### config.mk
export PLATFORM = sky130hd
export DESIGN_NAME = azimuth_unwrap_antiwindup_error_unit
export DESIGN_NICKNAME = d
export VERILOG_FILES = /design/src/hdl/auwe_pkg.sv /design/src/hdl/auwe_unwrap.sv /design/src/hdl/azimuth_unwrap_antiwindup_error_unit.sv
export VERILOG_INCLUDE_DIRS = /design/src /design/src/hdl
export SDC_FILE = /design/constraint.sdc
export NUM_CORES = 1
export LEC_CHECK = 0
export ABC_AREA = 1
export BUFFER_PORTS_ARGS = -buffer_cell sky130_fd_sc_hd__buf_4
export CAP_MARGIN = 30
export CORE_ASPECT_RATIO = 0.6
export CORE_UTILIZATION = 35
export CTS_CLUSTER_DIAMETER = 40
export DETAILED_ROUTE_END_ITERATION = 6
export PLACE_DENSITY = 0.63
export SLEW_MARGIN = 20
export SYNTH_ARGS = -nofsm -noshare
export SYNTH_HDL_FRONTEND = slang
export SYNTH_SLANG_ARGS = --single-unit
### constraint.sdc
create_clock -name i_clk -period 9.25 [get_ports i_clk]
set_input_delay 1.3875 -clock i_clk [delete_from_list [all_inputs] [get_ports i_clk]]
set_output_delay 1.3875 -clock i_clk [all_outputs]
set_load 0.03 [all_outputs]
### src/hdl/azimuth_unwrap_antiwindup_error_unit_defines.svh
// Assertion macros shared by the azimuth unwrap and windup error unit.
`ifndef AZIMUTH_UNWRAP_ANTIWINDUP_ERROR_UNIT_DEFINES_SVH
`define AZIMUTH_UNWRAP_ANTIWINDUP_ERROR_UNIT_DEFINES_SVH

// Same-cycle implication, checked outside reset.
`define AUWE_ASSERT_NOW(lbl, ante, cons, msg) \
    lbl: assert property (@(posedge i_clk) disable iff (!i_rst_n) (ante) |-> (cons)) \
        else $error(msg);

// Next-cycle implication, checked outside reset.
`define AUWE_ASSERT_NEXT(lbl, ante, cons, msg) \
    lbl: assert property (@(posedge i_clk) disable iff (!i_rst_n) (ante) |=> (cons)) \
        else $error(msg);

`endif

### src/hdl/auwe_pkg.sv
// Shared constants, types and the wrapped-difference function of the azimuth unwrap unit.
package auwe_pkg;

    localparam int MAX_TURNS     = 4;
    localparam int HALF_TURN     = 1800;
    localparam int FULL_TURN     = 3600;
    localparam int TURN_LIM      = MAX_TURNS * FULL_TURN;
    localparam int ANGLE_OUT_MAX = 16383;

    localparam int AZ_W      = 12;
    localparam int DIFF_W    = AZ_W + 1;
    localparam int ANG_OUT_W = 15;
    localparam int LIM_W     = 13;
    localparam int REL_W     = 11;
    localparam int CFG_IDX_W = 1;
    localparam int CFG_DAT_W = LIM_W;

    // Offset holds +-TURN_LIM plus one turn before the clamp.
    localparam int OFS_W = $clog2(TURN_LIM + FULL_TURN + 1) + 1;
    localparam int ANG_W = OFS_W + 1;

    localparam logic [CFG_IDX_W-1:0] CFG_TRIP_LEVEL        = CFG_IDX_W'(0);
    localparam logic [CFG_IDX_W-1:0] CFG_RELEASE_THRESHOLD = CFG_IDX_W'(1);

    localparam logic [LIM_W-1:0] LIM_RST = LIM_W'(4500);
    localparam logic [REL_W-1:0] REL_RST = REL_W'(1750);

    typedef logic signed [AZ_W-1:0] t_angle;

    typedef struct packed {
        t_angle                      az_error;
        logic signed [ANG_OUT_W-1:0] windup_angle;
        logic                        windup_active;
    } t_az_res;

    // Target minus measured, folded once into the half-turn range.
    function automatic t_angle wrap_diff(t_angle a, t_angle b);
        logic signed [DIFF_W-1:0] d;
        logic signed [DIFF_W-1:0] half;
        half = DIFF_W'(HALF_TURN);
        d    = DIFF_W'(a) - DIFF_W'(b);
        if (d < -half) begin
            d = d + DIFF_W'(FULL_TURN);
        end else if (d > half) begin
            d = d - DIFF_W'(FULL_TURN);
        end
        return d[AZ_W-1:0];
    endfunction

endpackage

### src/hdl/auwe_unwrap.sv
// Azimuth unwrap state, windup flag and azimuth error for one tick.
module auwe_unwrap
    import auwe_pkg::*;
(
    input  logic             i_clk,
    input  logic             i_rst_n,
    input  logic             i_en,
    input  t_angle           i_az,
    input  t_angle           i_az_target,
    input  logic [LIM_W-1:0] i_trip_level,
    input  logic [REL_W-1:0] i_release,
    output t_az_res          o_res
);

    localparam logic signed [DIFF_W-1:0] HALF_D  = DIFF_W'(HALF_TURN);
    localparam logic signed [OFS_W-1:0]  FULL_O  = OFS_W'(FULL_TURN);
    localparam logic signed [OFS_W-1:0]  LIM_O   = OFS_W'(TURN_LIM);
    localparam logic signed [ANG_W-1:0]  HALF_A  = ANG_W'(HALF_TURN);
    localparam logic signed [ANG_W-1:0]  OUTMX_A = ANG_W'(ANGLE_OUT_MAX);

    t_angle                   r_last_az;
    logic signed [OFS_W-1:0]  r_ofs;
    logic                     r_flag;
    logic signed [OFS_W-1:0]  n_ofs;
    logic                     n_flag;

    logic signed [DIFF_W-1:0] w_step;
    logic signed [OFS_W-1:0]  w_ofs_sum;
    logic signed [ANG_W-1:0]  w_angle;
    logic [ANG_W-1:0]         w_angle_mag;
    logic                     w_flag_set;
    t_angle                   w_az_clamp;
    logic [AZ_W-1:0]          w_clamp_abs;
    logic signed [ANG_OUT_W-1:0] w_angle_out;

    always_comb begin
        w_step    = DIFF_W'(i_az) - DIFF_W'(r_last_az);
        w_ofs_sum = r_ofs;
        if (w_step < -HALF_D) begin
            w_ofs_sum = r_ofs + FULL_O;
        end else if (w_step > HALF_D) begin
            w_ofs_sum = r_ofs - FULL_O;
        end
        // saturate the turn count
        if (w_ofs_sum > LIM_O) begin
            n_ofs = LIM_O;
        end else if (w_ofs_sum < -LIM_O) begin
            n_ofs = -LIM_O;
        end else begin
            n_ofs = w_ofs_sum;
        end

        w_angle     = ANG_W'(i_az) + ANG_W'(n_ofs);
        w_angle_mag = (w_angle < 0) ? ANG_W'(-w_angle) : ANG_W'(w_angle);
        w_flag_set  = r_flag | (w_angle_mag > ANG_W'(i_trip_level));

        if (w_angle > HALF_A) begin
            w_az_clamp = AZ_W'(HALF_TURN);
        end else if (w_angle < -HALF_A) begin
            w_az_clamp = -AZ_W'(HALF_TURN);
        end else begin
            w_az_clamp = w_angle[AZ_W-1:0];
        end
        w_clamp_abs = (w_az_clamp < 0) ? AZ_W'(-w_az_clamp) : AZ_W'(w_az_clamp);
        n_flag      = w_flag_set & ~(w_clamp_abs[REL_W-1:0] < i_release);

        if (w_angle > OUTMX_A) begin
            w_angle_out = ANG_OUT_W'(ANGLE_OUT_MAX);
        end else if (w_angle < -OUTMX_A) begin
            w_angle_out = -ANG_OUT_W'(ANGLE_OUT_MAX);
        end else begin
            w_angle_out = w_angle[ANG_OUT_W-1:0];
        end

        o_res.az_error      = w_flag_set ? w_az_clamp : wrap_diff(i_az_target, i_az);
        o_res.windup_angle  = w_angle_out;
        o_res.windup_active = n_flag;
    end

    always_ff @(posedge i_clk) begin
        if (!i_rst_n) begin
            r_last_az <= '0;
            r_ofs     <= '0;
            r_flag    <= 1'b0;
        end else if (i_en) begin
            r_last_az <= i_az;
            r_ofs     <= n_ofs;
            r_flag    <= n_flag;
        end
    end

endmodule

### src/hdl/azimuth_unwrap_antiwindup_error_unit.sv
// Azimuth unwrap with cable windup limit: top level with stream ports and registers.
//
// Takes one position tick per beat (measured and target azimuth and elevation,
// signed tenths of a degree) and returns one result beat per tick: azimuth error,
// wrapped elevation error, unwrapped azimuth from home and the windup flag.
// Azimuth is unwrapped by tracking whole turns (+-3600 per step larger than
// half a turn), the turn offset saturating at MAX_TURNS turns. Once the
// unwrapped angle magnitude passes the trip level register (index 0) the unit
// reports the unwind error (unwrapped angle clamped to +-1800) until that error
// drops below release_threshold. Throughput is one beat per clock cycle while the
// result side keeps m_axis_tready high. A tick is held in the input register;
// the unwrap and error logic, which updates the turn state as the tick advances
// out of it, then feeds the result register, which registers the result and
// raises result valid for downstream to take. A new tick can enter the input
// register as the held one advances. The turn-state update done at each advance
// is what sets that rate. Write registers only while no beat is in flight.
`include "azimuth_unwrap_antiwindup_error_unit_defines.svh"

module azimuth_unwrap_antiwindup_error_unit
    import auwe_pkg::*;
(
    input  logic                 i_clk,
    input  logic                 i_rst_n,
    // register write port
    input  logic                 i_cfg_we,
    input  logic [CFG_IDX_W-1:0] i_cfg_index,
    input  logic [CFG_DAT_W-1:0] i_cfg_data,
    // tick input
    input  logic                 s_axis_tvalid,
    output logic                 s_axis_tready,
    // tdata: az_measured[11:0], el_measured[23:12], az_target[35:24], el_target[47:36]
    input  logic [47:0]          s_axis_tdata,
    // result output
    output logic                 m_axis_tvalid,
    input  logic                 m_axis_tready,
    // tdata: az_error[11:0], el_error[23:12], windup_angle[38:24], zero pad[39]
    output logic [39:0]          m_axis_tdata,
    // tuser: windup_active[0]
    output logic                 m_axis_tuser
);

    logic [LIM_W-1:0] r_cfg_limit;
    logic [REL_W-1:0] r_cfg_rel;

    logic   r_in_valid;
    t_angle r_az_meas;
    t_angle r_el_meas;
    t_angle r_az_tgt;
    t_angle r_el_tgt;

    logic                        r_out_valid;
    t_angle                      r_out_az_err;
    t_angle                      r_out_el_err;
    logic signed [ANG_OUT_W-1:0] r_out_angle;
    logic                        r_out_active;

    logic    w_advance;
    logic    w_in_take;
    t_az_res w_az_res;

    // Move the held tick into the result register when that slot frees up.
    assign w_advance     = r_in_valid & (~r_out_valid | m_axis_tready);
    assign s_axis_tready = ~r_in_valid | w_advance;
    assign w_in_take     = s_axis_tvalid & s_axis_tready;

    // Register writes: the index picks the register, data is cut to its width.
    always_ff @(posedge i_clk) begin
        if (!i_rst_n) begin
            r_cfg_limit <= LIM_RST;
            r_cfg_rel   <= REL_RST;
        end else if (i_cfg_we) begin
            case (i_cfg_index)
                CFG_TRIP_LEVEL:        r_cfg_limit <= i_cfg_data[LIM_W-1:0];
                CFG_RELEASE_THRESHOLD: r_cfg_rel   <= i_cfg_data[REL_W-1:0];
                default: begin
                end
            endcase
        end
    end

    // Input register: hold a beat until the unwrap stage takes it.
    always_ff @(posedge i_clk) begin
        if (!i_rst_n) begin
            r_in_valid <= 1'b0;
        end else if (w_in_take) begin
            r_in_valid <= 1'b1;
        end else if (w_advance) begin
            r_in_valid <= 1'b0;
        end
    end

    always_ff @(posedge i_clk) begin
        if (w_in_take) begin
            r_az_meas <= s_axis_tdata[11:0];
            r_el_meas <= s_axis_tdata[23:12];
            r_az_tgt  <= s_axis_tdata[35:24];
            r_el_tgt  <= s_axis_tdata[47:36];
        end
    end

    // Unwrap, windup flag and azimuth error; state advances with the beat.
    auwe_unwrap u_unwrap (
        .i_clk          (i_clk),
        .i_rst_n        (i_rst_n),
        .i_en           (w_advance),
        .i_az           (r_az_meas),
        .i_az_target    (r_az_tgt),
        .i_trip_level   (r_cfg_limit),
        .i_release      (r_cfg_rel),
        .o_res          (w_az_res)
    );

    // Result register: drop valid once the beat is taken downstream.
    always_ff @(posedge i_clk) begin
        if (!i_rst_n) begin
            r_out_valid <= 1'b0;
        end else if (w_advance) begin
            r_out_valid <= 1'b1;
        end else if (m_axis_tready) begin
            r_out_valid <= 1'b0;
        end
    end

    always_ff @(posedge i_clk) begin
        if (w_advance) begin
            r_out_az_err <= w_az_res.az_error;
            r_out_el_err <= wrap_diff(r_el_tgt, r_el_meas);
            r_out_angle  <= w_az_res.windup_angle;
            r_out_active <= w_az_res.windup_active;
        end
    end

    assign m_axis_tvalid = r_out_valid;
    assign m_axis_tdata  = {1'b0, r_out_angle, r_out_el_err, r_out_az_err};
    assign m_axis_tuser  = r_out_active;

    // A tick that cannot advance stays in the input register.
    `AUWE_ASSERT_NEXT(a_in_hold, r_in_valid && !w_advance, r_in_valid,
        "input beat lost while stalled")

    // Every advanced tick shows up as a result beat.
    `AUWE_ASSERT_NEXT(a_out_fill, w_advance, r_out_valid,
        "advanced beat did not reach the result register")

    // While unwinding, the azimuth error is the clamped unwrapped angle.
    `AUWE_ASSERT_NOW(a_unwind_err, r_out_valid && r_out_active,
        (r_out_angle > ANG_OUT_W'(HALF_TURN)) ? (r_out_az_err == AZ_W'(HALF_TURN)) :
        (r_out_angle < -ANG_OUT_W'(HALF_TURN)) ? (r_out_az_err == -AZ_W'(HALF_TURN)) :
        (r_out_az_err == r_out_angle[AZ_W-1:0]),
        "unwind error does not match unwrapped angle")

endmodule

# Yosys cells after proc, flatten, opt, wreduce, memory -nomap -nowiden
# Cells that the tools add are included.
[word_totals] in_bits=67 word_cells=77 out_inout_bits=43 register_bits=143
[op_classes] mux=18 magnitude_cmp=16 n_reduce_logical=5 bitwise=10 add_sub_neg=12
[ops] op="$mux W12" n=7
[ops] op="$mux W16" n=4
[ops] op="$gt A13 B12 Y1 const B" n=3
[ops] op="$lt A13 B12 Y1 const B" n=3
[ops] op="$sub A12 B12 Y13" n=3
[ops] op="$add A12 B10 Y12 const B" n=2
[ops] op="$sub A12 B10 Y12 const B" n=2
[ops] op="$add A12 B16 Y17" n=1
[ops] op="$gt A17 B12 Y1 const B" n=1
[ops] op="$gt A17 B13 Y1" n=1
[ops] op="$gt A17 B15 Y1 const B" n=1
[ops] op="$lt A17 B1 Y1 const B" n=1
[ops] op="$lt A17 B12 Y1 const B" n=1
[ops] op="$lt A17 B15 Y1 const B" n=1
[ops] op="$mux W17" n=1
[ops] op="$neg A17 Y17" n=1
[ops] op="$add A16 B13 Y16 const B" n=1
[ops] op="$gt A16 B15 Y1 const B" n=1
[ops] op="$lt A16 B15 Y1 const B" n=1
[ops] op="$sub A16 B13 Y16 const B" n=1
[ops] op="$mux W15" n=1
[ops] op="$lt A12 B1 Y1 const B" n=1
[ops] op="$lt A11 B11 Y1" n=1
[ops] op="$mux W11" n=1
[ops] op="other kinds (8)" n=20

# Logic depth before layout (Yosys ltp)
# Gate-level depths: netlist (run 1).
[depth] depth_word=16 ltp_mapped=63 ltp_nobuf=63

# Hierarchy
# Synthesis (run 1) repeated with hierarchy kept, for this count alone.
[hier_totals] cells_unflattened=1609 area_unflattened_um2=11437.2
[by_module_without_submodules] module="auwe_unwrap" instances=1 seq_area_each_um2=580.6 cells_each=1139 area_per_inst_um2=6511.2
[by_module_without_submodules] module="azimuth_unwrap_antiwindup_error_unit" instances=1 seq_area_each_um2=3163.0 cells_each=470 area_per_inst_um2=4926.0

# Worst setup path after synthesis (run 1)
# OpenSTA, ideal clock, no wires.
[synth_path] path_kind="reg-to-reg" startpoint="register r_az_meas[1]" endpoint="register r_out_active, in the netlist m_axis_tuser, data pin" t_required_ns=8.999 setup_time_ns=0.251 period_less_slack_ns=7.136 path_stages_with_launch=57 setup_slack_ns=2.114 arrival_time_ns=6.885 path_buffers=1 path_cell_list="edfxtp_1 inv_1 fa_1 inv_1 nand3_1 nand2_1 nand2_1 nand2_1 nand2_1 nand2_1 nand2_1 nand2_1 nand4_1 nand2_2 buf_4 nand3_1 nand2_1 nand2_1 [21 not listed] nand4_2 o21ai_4 nand3_1 ha_1 nand2_1 nor2_2 a21oi_1 xnor2_1 inv_1 ha_1 nand2_1 inv_1 nand3_1 a31oi_1 a2111oi_0 nand2_1 nand2_1 inv_1"
[synth_between] elab_chain_cells=16 word_cells_on_any_way=25 classes_between="add/sub: 4; order compare: 10; mux: 8; bitwise: 3"
[synth_lines] element="start: declaration" line_no="azimuth_unwrap_antiwindup_error_unit.sv:46" source="t_angle r_az_meas;"
[synth_lines] element="start signal: assignment" line_no="azimuth_unwrap_antiwindup_error_unit.sv:94" source="r_az_meas <= s_axis_tdata[11:0];"
[synth_lines] element="$sub A12 B12 Y13 (*)" line_no="auwe_unwrap.sv:37" source="w_step = DIFF_W'(i_az) - DIFF_W'(r_last_az);"
[synth_lines] element="$gt A13 B12 Y1" line_no="auwe_unwrap.sv:41" source="end else if (w_step > HALF_D) begin"
[synth_lines] element="$mux W16" line_no="auwe_unwrap.sv:41"
[synth_lines] element="$mux W16 (*)" line_no="auwe_unwrap.sv:39" source="if (w_step < -HALF_D) begin"
[synth_lines] element="$lt A16 B15 Y1" line_no="auwe_unwrap.sv:47" source="end else if (w_ofs_sum < -LIM_O) begin"
[synth_lines] element="$mux W16" line_no="auwe_unwrap.sv:47"
[synth_lines] element="$mux W16 (*)" line_no="auwe_unwrap.sv:45" source="if (w_ofs_sum > LIM_O) begin"
[synth_lines] element="via u_unwrap.n_ofs[0]" line_no="auwe_unwrap.sv:24" source="logic signed [OFS_W-1:0] n_ofs;"
[synth_lines] element="[2 not listed]"
[synth_lines] element="$mux W12" line_no="auwe_unwrap.sv:59" source="end else if (w_angle < -HALF_A) begin"
[synth_lines] element="$mux W12" line_no="auwe_unwrap.sv:57" source="if (w_angle > HALF_A) begin"
[synth_lines] element="$neg A11 Y11 / $lt A12 B1 Y1 (equally long branches)" line_no="auwe_unwrap.sv:64" source="w_clamp_abs = (w_az_clamp < 0) ? AZ_W'(-w_az_clamp) : AZ_W'(w_az_clamp);"
[synth_lines] element="$mux W11" line_no="auwe_unwrap.sv:64"
[synth_lines] element="$lt A11 B11 Y1" line_no="auwe_unwrap.sv:65" source="n_flag = w_flag_set & ~(w_clamp_abs[REL_W-1:0] < i_release);"
[synth_lines] element="$not A1 Y1" line_no="auwe_unwrap.sv:65"
[synth_lines] element="$and A1 B1 Y1 (*)" line_no="auwe_unwrap.sv:65"
[synth_lines] element="via u_unwrap.n_flag" line_no="auwe_unwrap.sv:25" source="logic n_flag;"
[synth_lines] element="end signal: assignment" line_no="azimuth_unwrap_antiwindup_error_unit.sv:129" source="r_out_active <= w_az_res.windup_active;"
[synth_lines] element="end: declaration" line_no="azimuth_unwrap_antiwindup_error_unit.sv:55" source="logic r_out_active;"
# Mark *: on every way through the listed nets, which the timed path passes. The rest lies on a longest branch.
# A chain may end at the register's enable or synchronous reset.

# Final worst setup path (run 1)
[layout_path] startpoint="register r_az_meas[0]" endpoint="register r_out_active, in the netlist m_axis_tuser, data pin"
# The elaborated chain is that of the path after synthesis.

==> results by stage, run 1 <==
Final layout:
- The total number of nets in the final design is 1703.
- The post-synthesis to final-layout area growth is 17.8%.
- Once layout is done, the placed cells without fillers occupy 12600 um^2.
- The number of fill cells is 3078.
- The fraction of layout cells with a size suffix above 1 is 14.7%.
- The antenna diode count is 0.

Detailed routing:
- The count of routing violations after the opening detailed-route iteration is 906.
- The sum of routed wire segments on met1 is 16.6 mm.
- Wires add up to 30.8 mm.
- The count of nets left with antenna violations once routing finished came out at 0.
- The total via count in the routed design is 9726.
- The met3 wirelength from detailed routing is 2.88 mm.
- In the detailed route, the total length drawn on met2 is 11.1 mm.
- The top layer reached by signal wires is met4.
- The count of TritonRoute iterations in the first routing pass is 6.
- After detailed routing, the number of remaining DRC violations is 0.
- The detailed-route vias per instance is 4.95.
- The routed wire length per instance is 15.7 um.

Yosys:
- In this run, distinct cell masters in the synthesized netlist total 57.
- The number of nets produced by synthesis is 1596.
- In the synthesized netlist, the number of instances is 1438.
- The average instance in the mapped netlist occupies 7.46 um^2.
- The sequential area share after synthesis is 34.9%.
- Synthesis inferred 143 register bits.
- The cell area after technology mapping is 10700 um^2.
- The number of synthesis warnings is 0.

Clocking:
- The total CTS buffers is 17.
- The buffer levels on the longest clock path is 2.
- At the later pin of the worst-skew pair, clock insertion delay measures 0.44 ns.
- The clock tree synthesis step divided the H-tree into 4 levels.
- The post-CTS clock slew at the launch and capture registers of the worst setup and hold paths is 0.06 ns.
- CTS saw 143 sinks.
- The cell sitting at the root of the clock tree is a sky130_fd_sc_hd__clkbuf_16.
- The CTS tree is done.

Critical path:
- The largest single stage delay on the critical path is 0.41 ns.
- The most frequent cell on the critical path is sky130_fd_sc_hd__nand2_1.
- The category of the critical setup timing path is flip-flop to flip-flop.
- At the worst endpoint, the required time is 9.45 ns.
- The worst setup path startpoint is r_az_meas[0]$_DFFE_PP_.
- The master of the slowest instance on the critical path is sky130_fd_sc_hd__o41ai_2.
- The capturing element type of the critical path is a flip-flop.
- Along the worst path, the maximum fanout reaches 24.
- Data on the critical path arrives at its endpoint at 8.54 ns.
- The type of origin of the critical path is a flip-flop.
- In this run the critical register-to-register path is captured at m_axis_tuser$_DFFE_PP_.
- For flop-to-flop paths, the worst setup slack is 0.91 ns.
- In this run the critical register-to-register path is launched from r_az_meas[0]$_DFFE_PP_.
- The worst register-to-register path has a depth of 54.

Global routing:
- Summed over all layers, the global routing overflow is 0.
- The wire length of the first global-routing pass is 47.7 mm.
- The number of antenna violations at the first check in global routing came to 0.
- The number of global-route vias before repair came to 8634.
- The total routing resource utilization after global routing is 19.9%.
- The largest net degree at the start of global routing is 51.

Timing:
- Setup total negative slack on the finished layout was measured at 0 ns.
- The relative slew slack is 51.7%.
- The number of endpoints with negative hold slack in the final report was 0.
- The count of pins over their slew limit is 0.
- Between clock sinks in the finished design, the worst skew comes to 0.0145 ns.
- After layout, the minimum clock period comes to 8.34 ns.
- The final period utilization is 90.2%.
- The transition time at the pin with the least slew margin is 0.722 ns.
- The timing-limited maximum frequency is 120 MHz.
- The number of setup violations in the final report is 0.
- Setup repair after global routing left no endpoint under its margin.

Power and ir drop:
- The proportion of power drawn by the clock network is 15.4%.
- The analysis attributes to net switching a power of 2.31 mW.
- The cell internal power dissipation is 2.26 mW.
- The standby leakage power is 6.20 nW.
- The peak supply drop is 0.000197 V.
- For this design the ratio of total power to cell area is 361 nW/um^2.
- Net switching is 50.6% of the power.
- The combinational group share of total power is 64.5%.
- The sequential fraction of design power is 20.1%.

Floorplanning:
- The die is 228 um wide.
- After floorplanning, the core was divided into 49 placement rows.
- The number of ports placed on the die boundary is 110.
- The core region area is 30000 um^2.
- The initial cell density of the core is 35.7%.
- In this run the vertical extent of the chip is 138 um.
- The floorplan step defined a die boundary enclosing 31400 um^2.

Place:
- The wire-length estimate of the detail-placed layout is 24.1 mm.
- In this run the tool buffered the top-level ports with 108 buffer cells.
- The placed instances occupy a cell area of 11900 um^2.
- At the end of routability-driven placement, the weighted congestion stood at 0.927.

Hold path:
- The sink of the worst hold path is u_unwrap.r_ofs[3]$_SDFFE_PN0P_.
- In this run the most critical hold path is launched from u_unwrap.r_ofs[3]$_SDFFE_PN0P_.
- The class of the tightest hold or removal check is flip-flop to flip-flop.
- The cell depth of the worst min-delay path is 2.

Flow run:
- The tool flagged a number of max-cap violations equal to 0.

Status:
- The run finished with clean final reports.
per-layer routing:
| layer | track usage, % | up-vias |
|---|---|---|
| met5 | 0.469 | - |
| met4 | 5.03 | 0 |
| met3 | 5.07 | 16 |
| met2 | 24.7 | 355 |
| met1 | 32.0 | 4422 |
| li1 | - | 4933 |
per-stage QoR:
| step | total power, mW | util (%) | hold slack [ns] | setup WS, ns | instances |
|---|---|---|---|---|---|
| 2_1_floorplan | 2.97 | - | 0.412 | 2.11 | 1438 |
| 3_3_place_gp | 3.73 | 39.7 | 0.420 | 0.642 | 1930 |
| 3_5_place_dp | 3.72 | 39.7 | 0.425 | 0.394 | 1930 |
| 4_1_cts | 4.46 | 41.8 | 0.436 | 0.360 | 1962 |
| 5_1_grt | 4.96 | 42.1 | 0.446 | 0.0858 | 1966 |
| 6_report | 4.57 | 42.1 | 0.438 | 0.906 | 1966 |
cell families after synthesis:
family / Yosys count / synth area share (%)
fa+ha+maj: 91 / 10.9
simple gates: 620 / 25.3
compound gates: 246 / 12.9
buf+inv: 273 / 10.1
other cells: 1 / 0.0349
xor+xnor: 64 / 5.89
flops: 143 / 34.9
cell type report:
| type | instances | area, um^2 | area share, % |
|---|---|---|---|
| tap | 408 | 510 | 4.04 |
| clock inverter | 5 | 32.5 | 0.257 |
| sequential | 143 | 3740 | 29.6 |
| inverter | 241 | 917 | 7.26 |
| timing repair buffer | 120 | 898 | 7.11 |
| multi-input combinational | 1022 | 5960 | 47.1 |
| clock buffer | 27 | 579 | 4.58 |
cell usage in the layout, fill, tap and decap left out, types with 3 or more instances in the layout:
cell type | Yosys | final
sky130_fd_sc_hd__a21o_1 | 3 | 3
sky130_fd_sc_hd__a21oi_1 | 96 | 95
sky130_fd_sc_hd__a21oi_2 | 5 | 6
sky130_fd_sc_hd__a31oi_1 | 5 | 5
sky130_fd_sc_hd__buf_4 | 4 | 119
sky130_fd_sc_hd__clkbuf_16 | 0 | 21
sky130_fd_sc_hd__clkbuf_8 | 0 | 3
sky130_fd_sc_hd__dfxtp_1 | 55 | 55
sky130_fd_sc_hd__edfxtp_1 | 88 | 88
sky130_fd_sc_hd__fa_1 | 4 | 4
sky130_fd_sc_hd__ha_1 | 87 | 87
sky130_fd_sc_hd__inv_1 | 229 | 227
sky130_fd_sc_hd__inv_2 | 10 | 11
sky130_fd_sc_hd__inv_4 | 0 | 3
sky130_fd_sc_hd__nand2_1 | 356 | 355
sky130_fd_sc_hd__nand2_2 | 24 | 21
sky130_fd_sc_hd__nand2_4 | 1 | 5
sky130_fd_sc_hd__nand3_1 | 100 | 100
sky130_fd_sc_hd__nand3_2 | 3 | 3
sky130_fd_sc_hd__nand3b_1 | 8 | 8
sky130_fd_sc_hd__nand4_1 | 18 | 18
sky130_fd_sc_hd__nor2_1 | 72 | 72
sky130_fd_sc_hd__nor2_2 | 8 | 8
sky130_fd_sc_hd__nor3_1 | 15 | 15
sky130_fd_sc_hd__nor3_2 | 4 | 4
sky130_fd_sc_hd__o211ai_1 | 18 | 18
sky130_fd_sc_hd__o21ai_0 | 86 | 86
sky130_fd_sc_hd__o21ai_1 | 12 | 12
sky130_fd_sc_hd__o21bai_1 | 4 | 4
sky130_fd_sc_hd__o31ai_1 | 4 | 4
sky130_fd_sc_hd__or2_2 | 3 | 3
sky130_fd_sc_hd__xnor2_1 | 12 | 12
sky130_fd_sc_hd__xnor2_2 | 4 | 3
sky130_fd_sc_hd__xor2_1 | 44 | 44
critical path: cells and delay by family (launching register included):
family,cells,cell delay (ns)
flops,1,0.38
fa+ha+maj,7,2.15
xor+xnor,1,0.14
simple gates,32,3.20
buf+inv,7,0.73
compound gates,7,1.49
sequential cells by signal (all words and copies together) (netlist names):
signal	flops
u_unwrap.r_flag	1
u_unwrap.r_last_az	12
r_az_meas	12
r_cfg_limit	13
r_in_valid	1
r_az_tgt	12
r_cfg_rel	11
r_el_meas	12
r_out_az_err	12
u_unwrap.r_ofs	16
m_axis_tuser	1
r_out_angle	15
r_out_el_err	12
r_el_tgt	12
m_axis_tvalid	1
synth_stat cells, drive strengths merged:
cell,count,share of area (%)
inv,239,8.4
buf,15,1.1
xor2,48,4.3
and3,1,0.058
nor4,2,0.12
a31oi,5,0.29
nand2,381,14
a21boi,3,0.28
o21ai,100,4.8
or2,6,0.35
o2111ai,1,0.082
a31o,1,0.082
o31ai,4,0.28
nor3,19,1.1
a21o,3,0.21
clkinv,2,0.082
nor3b,1,0.070
xnor2,16,1.6
o21a,2,0.14
ha,87,10
o21bai,4,0.28
nand3,103,4.9
o211ai,18,1.3
conb,1,0.035
dfxtp,55,10
edfxtp,88,25
nand3b,8,0.56
nand4,19,1.2
a22oi,2,0.14
a2111oi,1,0.082
nor2,80,3.0
a21oi,101,4.9
clkbuf,17,0.59
o41ai,1,0.082
fa,4,0.75
power by group through the flow:
| stage | clock [mW] | sequential (mW) | combinational [mW] |
|---|---|---|---|
| 2_1_floorplan | 0 | 1.04 | 1.93 |
| 3_3_place_gp | 0 | 0.930 | 2.81 |
| 3_5_place_dp | 0 | 0.925 | 2.79 |
| 4_1_cts | 0.723 | 0.918 | 2.82 |
| 5_1_grt | 0.748 | 0.927 | 3.29 |
| 6_report | 0.705 | 0.918 | 2.95 |
worst max path at each step:
| stage | end | cells after the start | slack (ns) |
|---|---|---|---|
| 3_3_place_gp | m_axis_tuser$_DFFE_PP_ | 55 | 0.64 |
| 5_1_grt | m_axis_tuser$_DFFE_PP_ | 56 | 0.09 |
| 4_1_cts | m_axis_tuser$_DFFE_PP_ | 53 | 0.36 |
| 3_5_place_dp | m_axis_tuser$_DFFE_PP_ | 53 | 0.39 |
| 2_1_floorplan | m_axis_tuser$_DFFE_PP_ | 56 | 2.11 |
| 6_report | m_axis_tuser$_DFFE_PP_ | 54 | 0.91 |
what timing repair did:
item,CTS,global route
buffers inserted,0,3
resized for setup,0,15
endpoints found under the setup margin,0,14
hold buffers,0,0
(Power assumes the default switching activity.)
==> run 2, diff against run 1 <==
- CAP_MARGIN: 30 -> 5
- clock period: 9.25 -> 10.3 ns (I/O delays scaled with it)
==> results by stage, run 2 (synthesis results as in run 1) <==
Clocking:
- The buffer levels on the longest clock path came to 2 (unchanged).
- The total CTS buffers is 17 (unchanged).
- The clock root buffer is sky130_fd_sc_hd__clkbuf_16.
- The post-cts repair resize count is 0 (unchanged).
- The post-CTS setup buffer count is 0 (unchanged).
- The post-CTS clock slew at the launch and capture registers of the worst setup and hold paths was 0.07 ns (about the same).
- TritonCTS built the clock tree.
- The number of H-tree levels is 4 (unchanged).
- The latest clock arrival within the worst-skew pair is 0.45 ns (about the same).
- The number of sinks handled by clock tree synthesis was 143 (unchanged).
- The number of buffers inserted for hold repair after clock tree synthesis is 0 (unchanged).

Detailed routing:
- The total DRC errors in the routed layout is 0 (unchanged).
- The total via count in the routed design came to 9664 (-0.64%).
- The detailed-route vias per instance was 4.94 (-0.23%).
- The count of TritonRoute iterations in the first routing pass is 5 (-1).
- The routed wire length per instance is 15.6 um (-0.61%).
- The count of routing violations after the opening detailed-route iteration is 805 (-11%).
- The total wirelength of the detailed-routed design is 30.5 mm (-1.0%).
- The final antenna-violating net count is 0 (unchanged).

Power and ir drop:
- The areal power density over the cells is 319 nW/um^2 (-12%).
- The switching power total was 2.02 mW (-13%).
- The sequential fraction of design power is 20.6% (+0.5 points).
- The switching portion of total power is 50.6% (+0.080 points).
- The standby leakage power was 6.13 nW (-1.2%).
- The peak supply drop is 0.000179 V (-9.1%).
- The combinational group share of total power is 63.2% (-1.3 points).
- The cell internal power dissipation is 1.97 mW (-13%).
- The proportion of power drawn by the clock network is 16.2% (+0.8 points).

Critical path:
- The worst stage delay on the critical path was 0.52 ns (+0.11 ns).
- The data required time at the worst endpoint came to 10.51 ns (+1.06 ns).
- STA classifies the critical path endpoint as a flip-flop.
- The most frequent cell on the critical path is sky130_fd_sc_hd__nand2_1.
- The maximum fanout encountered on the critical timing path was 24 (unchanged).
- The arrival time at the worst endpoint is 9.51 ns (+0.97 ns).
- The depth of the worst register-to-register path was 55 (+1.9%).
- Among all stages on the critical path, the largest delay is contributed by sky130_fd_sc_hd__edfxtp_1.
- The worst setup path is of the flip-flop to flip-flop kind.
- The type of origin of the critical path is a flip-flop.

Floorplanning:
- The core region area is 30000 um^2 (unchanged).
- The height of the chip is 138 um (unchanged).
- The full die area is 31400 um^2 (unchanged).
- The die width is 228 um (unchanged).
- The initial cell density of the core came to 35.7% (unchanged).
- The number of standard-cell rows in the floorplan is 49 (unchanged).
- The number of ports placed on the die boundary is 110 (unchanged).

Final layout:
- The post-synthesis to final-layout area growth is 16.6%.
- The total number of nets in the final design is 1695 (-0.47%).
- In the final layout, the registers with the most flip-flops are u_unwrap.r_ofs: 16 flops, r_out_angle: 15 flops, r_cfg_limit: 13 flops.
- The flip-flop count of the largest register, all copies and words added was 16 (unchanged).
- The fraction of layout cells with a size suffix above 1 is 14.1% (-0.63 points).
- The cell area after layout is 12500 um^2 (-1.0%).
- The leading cell type in the layout, fill and taps excluded is sky130_fd_sc_hd__nand2_1.
- The most flop-heavy register is u_unwrap.r_ofs.
- The antenna diode count is 0 (unchanged).
- The number of fill cells is 3108 (+0.97%).
- In the layout the commonest cells are 356 x sky130_fd_sc_hd__nand2_1, 227 x sky130_fd_sc_hd__inv_1, 112 x sky130_fd_sc_hd__buf_4, 100 x sky130_fd_sc_hd__nand3_1, 96 x sky130_fd_sc_hd__a21oi_1.

Global routing:
- The number of global-route vias before repair is 8624 (-0.12%).
- The number of antenna violations at the first check in global routing is 0 (unchanged).
- The largest net degree at the start of global routing is 51 (unchanged).
- The total routing resource utilization after global routing was 19.8% (-0.10 points).
- The final global-route overflow total was 0 (unchanged).
- The wire length of the first global-routing pass is 47.5 mm (-0.39%).

Place:
- The cell area reported after detailed placement is 11900 um^2 (-0.25%).
- The placed wire-length estimate is 23.6 mm (-1.9%).
- The number of buffers inserted by port buffering came to 108 (unchanged).
- The final weighted congestion in routability-driven placement is 0.929 (+0.24%).

Status:
- The flow ran to the end, and the final reports show no timing, DRC or antenna violations.

Timing:
- The transition time at the pin with the least slew margin is 0.888 ns (+0.166 ns).
- The sum of negative setup slack is 0 ns (unchanged).
- The count of pins over their slew limit is 0 (unchanged).
- The final period utilization is 90.3% (about the same).
- The relative slew slack is 40.5% (-11 points).
- The time the worst path needs with I/O delays and setup is 9.30 ns (+0.953 ns).
- Setup repair after global routing left no endpoint under its margin.
- The timing-limited maximum frequency is 108 MHz (-10%).
- The number of endpoints with negative hold slack in the final report is 0 (unchanged).
- The number of setup violations in the final report is 0 (unchanged).
- The maximum clock skew at final layout is 0.0134 ns (-0.00112 ns).

Flow run:
- The max-cap violation count came to 0 (unchanged).

Hold path:
- The cell depth of the worst min-delay path was 2 (unchanged).
- The min-delay analysis places its worst path in the category flip-flop to flip-flop.
[run 2: metrics by stage]
stage / worst slack, ns / util [%] / hold slack [ns] / instances / power [mW]
6_report: 1.00 / 41.6 / 0.435 / 1958 / 3.99
3_3_place_gp: 1.47 / 39.6 / 0.420 / 1926 / 3.31
5_1_grt: 0.136 / 41.6 / 0.447 / 1958 / 4.34
2_1_floorplan: 3.16 / - / 0.412 / 1438 / 2.67
4_1_cts: 1.11 / 41.6 / 0.433 / 1958 / 3.97
3_5_place_dp: 1.16 / 39.6 / 0.423 / 1926 / 3.29
[run 2: worst max-delay path, delay by kind of cell, from the launching register on]
kind | cells | cell delay [ns]
xor gates and xnor gates | 1 | 0.14
DFF | 1 | 0.52
adders and majority gates | 6 | 2.02
and+or+nand+nor | 34 | 3.50
buffers and inverters | 8 | 1.26
AOI/OAI and AO/OA | 6 | 1.62
[run 2: final timing paths]
path	slack (ns)	end	from
setup / recovery	1.00	m_axis_tuser$_DFFE_PP_	r_az_meas[1]$_DFFE_PP_
hold / removal	0.43	u_unwrap.r_ofs[2]$_SDFFE_PN0P_	u_unwrap.r_ofs[2]$_SDFFE_PN0P_
setup reg to reg	1.00	m_axis_tuser$_DFFE_PP_	r_az_meas[1]$_DFFE_PP_
hold reg to reg	0.43	u_unwrap.r_ofs[2]$_SDFFE_PN0P_	u_unwrap.r_ofs[2]$_SDFFE_PN0P_
[run 2: area by class of cell]
| cell class | count | area, um^2 | share of cell area, % |
|---|---|---|---|
| clock buffer | 21 | 482 | 3.85 |
| timing repair buffer | 112 | 841 | 6.72 |
| inverter | 241 | 906 | 7.24 |
| multi-input combinational | 1022 | 5900 | 47.2 |
| clock inverter | 11 | 126 | 1.01 |
| tap | 408 | 510 | 4.08 |
| sequential | 143 | 3740 | 29.9 |
[run 2: layer usage]
layer / global-route usage [%] / wire length (um) / vias to the layer above
met2: 24.4 / 10900 / 295
met1: 31.6 / 16900 / 4435
met3: 5.90 / 2390 / 24
li1: - / - / 4910
met5: 0 / 0 / -
met4: 4.85 / 323 / 0
[run 2: power by group through the flow]
stage / Clock, mW / Sequential [mW] / Combinational (mW)
CTS: 0.662 / 0.823 / 2.48
global placement: 0 / 0.834 / 2.47
finish: 0.647 / 0.822 / 2.52
detailed placement: 0 / 0.830 / 2.46
floorplan: 0 / 0.935 / 1.74
global route: 0.688 / 0.831 / 2.82
